File: config.mk
export PLATFORM = sky130hd
export DESIGN_NAME = can_signal_decode_core
export DESIGN_NICKNAME = d
export VERILOG_FILES = /design/src/rtl/csd_pkg.sv /design/src/rtl/csd_regs.sv /design/src/rtl/csd_extract.sv /design/src/rtl/csd_scale.sv /design/src/rtl/can_signal_decode_core.sv
export SDC_FILE = /design/constraint.sdc
export NUM_CORES = 2
export LEC_CHECK = 0
export ABC_AREA = 1
export BUFFER_PORTS_ARGS = -buffer_cell sky130_fd_sc_hd__buf_4
export CAP_MARGIN = 20
export CORE_MARGIN = 2
export CORE_UTILIZATION = 43
export CTS_BUF_LIST = sky130_fd_sc_hd__clkbuf_8
export DETAILED_ROUTE_END_ITERATION = 7
export HOLD_SLACK_MARGIN = 0.05
export PLACE_DENSITY_LB_ADDON = 0.12
export SLEW_MARGIN = 10
export SYNTH_ARGS = -nofsm -noshare
export SYNTH_HDL_FRONTEND = slang
export SYNTH_HIERARCHICAL = 1
export SYNTH_SLANG_ARGS = --single-unit
File: constraint.sdc
create_clock -name clk -period 11.3 [get_ports clk]
set_input_delay 2.26 -clock clk [delete_from_list [all_inputs] [get_ports clk]]
set_output_delay 2.26 -clock clk [all_outputs]
set_load 0.005 [all_outputs]
File: src/rtl/csd_pkg.sv
// shared types and constants for the can signal decoder
// no dependencies; imported by every module of the block
package csd_pkg;

    localparam int PAYLOAD_BYTES = 8;
    localparam int PAYLOAD_W     = 8 * PAYLOAD_BYTES;
    localparam int FIELD_MAX     = 32;
    localparam int LEN_W         = 6;
    localparam int POS_W         = 6;
    localparam int APB_ADDR_W    = 6;
    localparam int APB_DATA_W    = 64;
    localparam int FACTOR_W      = 32;
    localparam int OFFSET_W      = 48;
    localparam int FRAC_W        = 16;
    localparam int RAW_W         = FIELD_MAX + 1;
    localparam int PROD_W        = RAW_W + FACTOR_W;
    localparam int SUM_W         = PROD_W + 1;
    localparam int PHYS_W        = 32;

    localparam logic [LEN_W-1:0]    RST_FIELD_LENGTH = 6'd8;
    localparam logic [FACTOR_W-1:0] RST_SCALE_FACTOR = 32'h0001_0000;

    typedef enum logic [2:0] {
        REG_START_POSITION = 3'd0,
        REG_FIELD_LENGTH   = 3'd1,
        REG_ORDER_INTEL    = 3'd2,
        REG_SIGNED_FIELD   = 3'd3,
        REG_SCALE_FACTOR   = 3'd4,
        REG_SCALE_OFFSET   = 3'd5
    } reg_idx_t;

    typedef struct packed {
        logic [POS_W-1:0]    start_position;
        logic [LEN_W-1:0]    field_length;
        logic                order_intel;
        logic                signed_field;
        logic [FACTOR_W-1:0] scale_factor;
        logic [OFFSET_W-1:0] scale_offset;
    } cfg_t;

endpackage

File: src/rtl/csd_regs.sv
// apb configuration registers of the can signal decoder
// depends on csd_pkg
module csd_regs
    import csd_pkg::*;
(
    input  logic                  clk,
    input  logic                  rst_n,
    input  logic                  psel,
    input  logic                  penable,
    input  logic                  pwrite,
    input  logic [APB_ADDR_W-1:0] paddr,
    input  logic [APB_DATA_W-1:0] pwdata,
    output logic [APB_DATA_W-1:0] prdata,
    output logic                  pready,
    output cfg_t                  cfg
);

    cfg_t     cfg_reg;
    cfg_t     cfg_next;
    reg_idx_t idx;
    logic     wr_en;

    assign pready = 1'b1;
    assign idx    = reg_idx_t'(paddr[5:3]);
    assign wr_en  = psel & penable & pwrite;
    assign cfg    = cfg_reg;

    always_comb
    begin
        cfg_next = cfg_reg;
        if (wr_en)
        begin
            case (idx)
                REG_START_POSITION: cfg_next.start_position = pwdata[POS_W-1:0];
                REG_FIELD_LENGTH:   cfg_next.field_length   = pwdata[LEN_W-1:0];
                REG_ORDER_INTEL:    cfg_next.order_intel    = pwdata[0];
                REG_SIGNED_FIELD:   cfg_next.signed_field   = pwdata[0];
                REG_SCALE_FACTOR:   cfg_next.scale_factor   = pwdata[FACTOR_W-1:0];
                REG_SCALE_OFFSET:   cfg_next.scale_offset   = pwdata[OFFSET_W-1:0];
                default:            cfg_next = cfg_reg;
            endcase
        end
    end

    always_ff @(posedge clk or negedge rst_n)
    begin
        if (!rst_n)
        begin
            cfg_reg.start_position <= '0;
            cfg_reg.field_length   <= RST_FIELD_LENGTH;
            cfg_reg.order_intel    <= 1'b0;
            cfg_reg.signed_field   <= 1'b0;
            cfg_reg.scale_factor   <= RST_SCALE_FACTOR;
            cfg_reg.scale_offset   <= '0;
        end
        else
        begin
            cfg_reg <= cfg_next;
        end
    end

    always_comb
    begin
        case (idx)
            REG_START_POSITION: prdata = APB_DATA_W'(cfg_reg.start_position);
            REG_FIELD_LENGTH:   prdata = APB_DATA_W'(cfg_reg.field_length);
            REG_ORDER_INTEL:    prdata = APB_DATA_W'(cfg_reg.order_intel);
            REG_SIGNED_FIELD:   prdata = APB_DATA_W'(cfg_reg.signed_field);
            REG_SCALE_FACTOR:   prdata = APB_DATA_W'(cfg_reg.scale_factor);
            REG_SCALE_OFFSET:   prdata = APB_DATA_W'(cfg_reg.scale_offset);
            default:            prdata = '0;
        endcase
    end

endmodule

File: src/rtl/csd_extract.sv
// field extraction stage: intel / motorola bit select, length mask, sign extension
// depends on csd_pkg
module csd_extract
    import csd_pkg::*;
(
    input  logic                    clk,
    input  logic                    rst_n,
    input  logic                    en,
    input  logic                    valid_in,
    input  logic [PAYLOAD_W-1:0]    payload,
    input  cfg_t                    cfg,
    output logic                    valid_out,
    output logic [FIELD_MAX-1:0]    pattern,
    output logic signed [RAW_W-1:0] raw
);

    localparam int WIN_W = PAYLOAD_W + FIELD_MAX;
    localparam int SH_W  = $clog2(WIN_W + 1);

    logic                    valid_reg;
    logic [FIELD_MAX-1:0]    pattern_reg;
    logic [FIELD_MAX-1:0]    pattern_next;
    logic signed [RAW_W-1:0] raw_reg;
    logic signed [RAW_W-1:0] raw_next;

    logic [LEN_W-1:0]     len_c;
    logic [FIELD_MAX:0]   mask_w;
    logic [FIELD_MAX-1:0] mask;
    logic [PAYLOAD_W-1:0] intel_win;
    logic [PAYLOAD_W-1:0] swapped;
    logic [WIN_W-1:0]     moto_win;
    logic [POS_W-1:0]     net;
    logic [SH_W-1:0]      moto_sh;
    logic [FIELD_MAX-1:0] field;
    logic [4:0]           msb_idx;

    always_comb
    begin
        len_c  = (cfg.field_length > LEN_W'(FIELD_MAX)) ? LEN_W'(FIELD_MAX) : cfg.field_length;
        mask_w = ((FIELD_MAX+1)'(1) << len_c) - (FIELD_MAX+1)'(1);
        mask   = mask_w[FIELD_MAX-1:0];

        // intel: lsb at start, bits past the payload shift in as zero
        intel_win = payload >> cfg.start_position;

        // motorola: byte-swapped payload is the network order read msb first
        for (int b = 0; b < PAYLOAD_BYTES; b++)
        begin
            swapped[8*b +: 8] = payload[8*(PAYLOAD_BYTES-1-b) +: 8];
        end
        moto_win = {swapped, FIELD_MAX'(0)};
        net      = {cfg.start_position[5:3], ~cfg.start_position[2:0]};
        moto_sh  = SH_W'(WIN_W) - SH_W'(net) - SH_W'(len_c);

        if (cfg.order_intel)
            field = intel_win[FIELD_MAX-1:0] & mask;
        else
            field = moto_win[moto_sh +: FIELD_MAX] & mask;

        msb_idx      = 5'(len_c - LEN_W'(1));
        pattern_next = field;
        if (cfg.signed_field && (len_c != '0) && (len_c < LEN_W'(FIELD_MAX)) && field[msb_idx])
            pattern_next = field | ~mask;

        raw_next = cfg.signed_field ? $signed({pattern_next[FIELD_MAX-1], pattern_next})
                                    : $signed({1'b0, pattern_next});
    end

    always_ff @(posedge clk or negedge rst_n)
    begin
        if (!rst_n)
            valid_reg <= 1'b0;
        else if (en)
            valid_reg <= valid_in;
    end

    always_ff @(posedge clk)
    begin
        if (en)
        begin
            pattern_reg <= pattern_next;
            raw_reg     <= raw_next;
        end
    end

    assign valid_out = valid_reg;
    assign pattern   = pattern_reg;
    assign raw       = raw_reg;

endmodule

File: src/rtl/csd_scale.sv
// scaling pipeline: multiply by factor, add offset, round half away, saturate
// depends on csd_pkg; last stage is the output register
module csd_scale
    import csd_pkg::*;
(
    input  logic                    clk,
    input  logic                    rst_n,
    input  logic                    en,
    input  logic                    valid_in,
    input  logic [FIELD_MAX-1:0]    pattern_in,
    input  logic signed [RAW_W-1:0] raw,
    input  cfg_t                    cfg,
    output logic                    valid_out,
    output logic [FIELD_MAX-1:0]    pattern_out,
    output logic [PHYS_W-1:0]       phys,
    output logic                    sat
);

    localparam int Q_W = SUM_W - FRAC_W;
    localparam logic signed [Q_W-1:0] Q_MAX = {{(Q_W-PHYS_W+1){1'b0}}, {(PHYS_W-1){1'b1}}};
    localparam logic signed [Q_W-1:0] Q_MIN = {{(Q_W-PHYS_W+1){1'b1}}, {(PHYS_W-1){1'b0}}};

    logic                     mul_valid_reg;
    logic [FIELD_MAX-1:0]     mul_pat_reg;
    logic signed [PROD_W-1:0] prod_reg;
    logic signed [PROD_W-1:0] prod_next;

    logic                     add_valid_reg;
    logic [FIELD_MAX-1:0]     add_pat_reg;
    logic signed [SUM_W-1:0]  sum_reg;
    logic signed [SUM_W-1:0]  sum_next;

    logic                     out_valid_reg;
    logic [FIELD_MAX-1:0]     out_pat_reg;
    logic [PHYS_W-1:0]        phys_reg;
    logic [PHYS_W-1:0]        phys_next;
    logic                     sat_reg;
    logic                     sat_next;

    logic signed [SUM_W-1:0]  rnd;
    logic signed [Q_W-1:0]    q;

    assign prod_next = raw * $signed(cfg.scale_factor);
    assign sum_next  = SUM_W'(prod_reg) + SUM_W'($signed(cfg.scale_offset));

    always_comb
    begin
        // negative sums round down by one less so ties move away from zero
        rnd = sum_reg + (sum_reg[SUM_W-1] ? SUM_W'(16'h7FFF) : SUM_W'(16'h8000));
        q   = Q_W'(rnd >>> FRAC_W);
        if (q > Q_MAX)
        begin
            phys_next = Q_MAX[PHYS_W-1:0];
            sat_next  = 1'b1;
        end
        else if (q < Q_MIN)
        begin
            phys_next = Q_MIN[PHYS_W-1:0];
            sat_next  = 1'b1;
        end
        else
        begin
            phys_next = q[PHYS_W-1:0];
            sat_next  = 1'b0;
        end
    end

    always_ff @(posedge clk or negedge rst_n)
    begin
        if (!rst_n)
        begin
            mul_valid_reg <= 1'b0;
            add_valid_reg <= 1'b0;
            out_valid_reg <= 1'b0;
        end
        else if (en)
        begin
            mul_valid_reg <= valid_in;
            add_valid_reg <= mul_valid_reg;
            out_valid_reg <= add_valid_reg;
        end
    end

    always_ff @(posedge clk)
    begin
        if (en)
        begin
            mul_pat_reg <= pattern_in;
            prod_reg    <= prod_next;
            add_pat_reg <= mul_pat_reg;
            sum_reg     <= sum_next;
            out_pat_reg <= add_pat_reg;
            phys_reg    <= phys_next;
            sat_reg     <= sat_next;
        end
    end

    assign valid_out   = out_valid_reg;
    assign pattern_out = out_pat_reg;
    assign phys        = phys_reg;
    assign sat         = sat_reg;

endmodule

File: src/rtl/can_signal_decode_core.sv
// can signal decoder top level: input register, extraction, scaling, apb registers
// depends on csd_pkg, csd_regs, csd_extract, csd_scale
//
// Decodes one signal from each 8-byte CAN payload beat: the field is taken at
// the configured start bit in Intel or Motorola order, sign-extended if asked,
// then scaled as raw * factor (Q16.16) + offset (Q32.16), rounded half away
// from zero and clipped to signed 32 bits. One beat is taken every cycle unless
// a result waits on m_tready; each result passes in order through the five
// register stages (input register, extraction, multiplier, offset adder,
// round/saturate output register). The whole pipeline holds while a result
// waits on m_tready. Configuration is to be written only while no beats are
// in flight.
module can_signal_decode_core
    import csd_pkg::*;
(
    input  logic                  clk,
    input  logic                  rst_n,
    input  logic                  s_tvalid,
    output logic                  s_tready,
    input  logic [PAYLOAD_W-1:0]  s_tdata,   // [63:0] payload
    output logic                  m_tvalid,
    input  logic                  m_tready,
    output logic [63:0]           m_tdata,   // [31:0] raw_pattern, [63:32] physical_value
    output logic                  m_tuser,   // [0] saturated
    input  logic                  psel,
    input  logic                  penable,
    input  logic                  pwrite,
    input  logic [APB_ADDR_W-1:0] paddr,
    input  logic [APB_DATA_W-1:0] pwdata,
    output logic [APB_DATA_W-1:0] prdata,
    output logic                  pready
);

    cfg_t                    cfg;
    logic                    en;
    logic                    in_valid_reg;
    logic [PAYLOAD_W-1:0]    payload_reg;
    logic                    ext_valid;
    logic [FIELD_MAX-1:0]    ext_pattern;
    logic signed [RAW_W-1:0] ext_raw;
    logic [FIELD_MAX-1:0]    out_pattern;
    logic [PHYS_W-1:0]       out_phys;
    logic                    out_sat;

    // advance everything unless the output beat is held
    assign en       = ~(m_tvalid & ~m_tready);
    assign s_tready = en;

    always_ff @(posedge clk or negedge rst_n)
    begin
        if (!rst_n)
            in_valid_reg <= 1'b0;
        else if (en)
            in_valid_reg <= s_tvalid;
    end

    always_ff @(posedge clk)
    begin
        if (en)
            payload_reg <= s_tdata;
    end

    csd_regs u_regs (
        .clk     (clk),
        .rst_n   (rst_n),
        .psel    (psel),
        .penable (penable),
        .pwrite  (pwrite),
        .paddr   (paddr),
        .pwdata  (pwdata),
        .prdata  (prdata),
        .pready  (pready),
        .cfg     (cfg)
    );

    csd_extract u_extract (
        .clk       (clk),
        .rst_n     (rst_n),
        .en        (en),
        .valid_in  (in_valid_reg),
        .payload   (payload_reg),
        .cfg       (cfg),
        .valid_out (ext_valid),
        .pattern   (ext_pattern),
        .raw       (ext_raw)
    );

    csd_scale u_scale (
        .clk         (clk),
        .rst_n       (rst_n),
        .en          (en),
        .valid_in    (ext_valid),
        .pattern_in  (ext_pattern),
        .raw         (ext_raw),
        .cfg         (cfg),
        .valid_out   (m_tvalid),
        .pattern_out (out_pattern),
        .phys        (out_phys),
        .sat         (out_sat)
    );

    assign m_tdata = {out_phys, out_pattern};
    assign m_tuser = out_sat;

    a_sat_on_rail: assert property (@(posedge clk) disable iff (!rst_n)
        m_tvalid && m_tuser |-> (m_tdata[63:32] == 32'h7FFF_FFFF) ||
                                (m_tdata[63:32] == 32'h8000_0000))
        else $error("saturated flag without a rail value");

    a_stall_blocks_input: assert property (@(posedge clk) disable iff (!rst_n)
        m_tvalid && !m_tready |-> !s_tready)
        else $error("input taken while output beat is held");

    a_no_drop: assert property (@(posedge clk) disable iff (!rst_n)
        $fell(m_tvalid) |-> $past(m_tready))
        else $error("output beat dropped without handshake");

endmodule

==> impl_metrics.py <==
metrics = {
    "outcome": {
        "status": "complete, no violations",
    },
    "critical_path": {
        "critPathLaunchType": "register",
        "cp_top_family": "adder cells",
        "endpoint_kind": "register",
        "required_ns": 11.88,
        "cpPeakStageDelay_ns": 0.94,
        "cp.arrival_ns": 9.48,
        "worstPathMaxFanout": 32,
        "cp_num_buf_inv": 10,
        "crit_type": "register to register",
        "path_common_cell": "inv_1",
        "cp_slowest_cell": "fa_1",
    },
    "timing": {
        "timing.final.crit_period_ns": 8.90,
        "rsz0062_at_grt": "no",
        "skew_ns": 0.121,
        "setup_ws_ns": 2.40,
        "setup_viol": 0,
        "slew_viol_final": 0,
        "period_share_pct": 78.7,
        "setup_tns_ns": 0,
        "hold_viol": 0,
        "max-slew-margin-rel_pct": 27.4,
        "fmax_mhz": 112,
        "worst_pin_slew_ns": 1.09,
    },
    "logic_synthesis": {
        "async_flop_share_pct": 21.7,
        "yosysSeqAreaShare_pct": 18.2,
        "synth_cell_types": 66,
        "syn_avg_cell_area_um2": 7.64,
        "syn_area_um2": 72400,
        "synthXorXnorAreaFrac_pct": 1.92,
        "synth_top_family_by_area": "adder cells",
        "synthFlopType": "edfxtp_1",
        "synth_compound_area_share_pct": 5.46,
        "synth_adder_area_share_pct": 35.7,
        "synth.area.mux_share_pct": 0.0311,
        "ys_seq_elements": 456,
        "postSynthCellCount": 9475,
        "synth_edf_count": 357,
        "synthSimpleGateAreaFrac_pct": 25.1,
        "ys_warn_count": 6,
    },
    "placement": {
        "gp_congestion": 0.999,
        "placedInstanceArea_um2": 75700,
        "portBuffers": 236,
        "place_hpwl_mm": 209,
        "dpl_worst_slack_ns": 2.50,
    },
    "routing": {
        "wl_met3_mm": 18.3,
        "wl_per_cell_um": 22.5,
        "drc": 0,
        "viasPerCell": 5.38,
        "wl_met1_mm": 112,
        "drtIter0Drc": 6268,
        "drtPass1Iterations": 7,
        "antenna_left": 0,
        "wirelength_mm": 264,
        "vias": 63111,
        "wl_met2_mm": 122,
        "top_layer": "met4",
    },
    "cts": {
        "cts-root-buf": "clkbuf_8",
        "path_clk_slew_ns": 0.06,
        "post_cts_buffers": 0,
        "clk_latency_ns": 0.89,
        "numCtsBuffers": 85,
        "clock_path_buffers": 3,
        "postCtsHoldBufs": 0,
        "ctsResizeCount": 0,
        "cts_tree": "built",
        "h-tree-depth": 3,
        "clock_sinks": 456,
    },
    "cells_and_area": {
        "layout.nets": 10993,
        "fin_area_um2": 77500,
        "area_delta_synth_final_pct": 7.06,
        "largest_register_ffs": 94,
        "drive_above_1_share_pct": 6.74,
    },
    "die": {
        "die-area_um2": 172000,
        "placementRows": 150,
        "fp.dieH_um": 414,
        "ioPinCount": 273,
        "coreArea_um2": 167000,
        "die_w_um": 414,
        "initial_core_util_pct": 43.3,
    },
    "global_routing": {
        "grt_overflow_total": 0,
        "antenna_found_initial": 9,
        "grt_first_pass_wirelength_mm": 397,
        "first_global_vias": 63371,
        "grt_use_total_pct": 30.7,
        "grt_max_degree": 91,
    },
    "min_path": {
        "hp-class": "register to register",
    },
    "job": {
        "drv_cap": 0,
    },
}
-- through the flow --
step                      hold WS, ns  utilization, %  cells
after detailed placement        0.405            45.3  11570
final                           0.365            46.4  11730
after global routing            0.378            46.4  11728
after floorplan                 0.400               -   9490
after global placement          0.401            45.3  11569
after CTS                       0.360            46.3  11724
-- final cells by class --
cell class,instances,area (um2)
Fill cell,16938,89700
Multi-Input combinational cell,6532,49500
Sequential cell,456,13200
Inverter,2024,7600
Tap cell,2204,2760
Timing Repair Buffer,356,2710
Clock buffer,91,1250
Clock inverter,63,508
Antenna cell,4,10.0
-- layer usage --
metal  vias to the layer above  GRT usage [%]
met5                         -              0
met3                       468           4.62
li1                      28903              -
met1                     31272           41.7
met2                      2468           49.4
met4                         0           11.9
-- cell usage in the layout (no fill, tap or decap), drive strengths merged, types with 4 or more instances in the layout --
| master | instances |
|---|---|
| a31oi | 39 |
| a21oi | 252 |
| a21boi | 7 |
| nand3b | 15 |
| nor4 | 9 |
| o21a | 20 |
| a21o | 15 |
| dfrtp | 97 |
| o211ai | 18 |
| o22ai | 27 |
| nand4 | 87 |
| and2 | 7 |
| o21bai | 14 |
| conb | 17 |
| clkbuf | 91 |
| or2 | 10 |
| bufinv | 7 |
| xnor2 | 57 |
| clkinvlp | 4 |
| and3 | 5 |
| edfxtp | 357 |
| nor3 | 43 |
| fa | 1114 |
| nand2 | 2515 |
| xor2 | 100 |
| o21ai | 268 |
| diode | 4 |
| clkinv | 31 |
| nor2 | 475 |
| a221oi | 5 |
| nand3 | 1103 |
| buf | 356 |
| a211oi | 4 |
| inv | 2045 |
| ha | 283 |
| o31ai | 4 |
-- path summary, 6_finish.rpt --
kind	depth (start not counted)	endpoint	start	slack (ns)
setup / recovery	27	u_scale/prod_reg[62]	u_extract/raw[32]	2.40
min in group asynchronous	1	u_regs/cfg[60]	rst_n	1.42
hold / removal	0	u_scale/pattern_out[22]	u_scale/add_pat_reg[22]	0.37
max in group asynchronous	2	u_regs/cfg[89]	rst_n	8.47
setup reg to reg	27	u_scale/prod_reg[62]	u_extract/raw[32]	2.40
hold reg to reg	0	u_scale/pattern_out[22]	u_scale/add_pat_reg[22]	0.37
-- synthesized netlist by cell type (all sizes together), types with 15 or more instances --
| cell type | instances | area (um2) |
|---|---|---|
| a21o | 15 | 113 |
| a21oi | 252 | 1260 |
| a31oi | 39 | 244 |
| buf | 193 | 1150 |
| clkbuf | 285 | 1070 |
| dfrtp | 97 | 2430 |
| edfxtp | 357 | 10700 |
| fa | 1114 | 22300 |
| ha | 283 | 3540 |
| inv | 2021 | 7590 |
| nand2 | 2515 | 9550 |
| nand3 | 1103 | 5590 |
| nand3b | 15 | 113 |
| nand4 | 87 | 551 |
| nor2 | 475 | 1940 |
| nor3 | 43 | 240 |
| o211ai | 18 | 135 |
| o21a | 20 | 150 |
| o21ai | 268 | 1470 |
| o22ai | 27 | 169 |
| xnor2 | 57 | 507 |
| xor2 | 100 | 883 |
-- cells by family after synthesis --
family,Yosys count
AOI/OAI and AO/OA,689
buffers and inverters,2502
other,2
muxes,2
xor gates and xnor gates,157
adders and majority gates,1397
DFF,456
and+or+nand+nor,4270
Power is not shown: default switching activity piles up to over one toggle a cycle in this logic, so the estimate is an artifact.
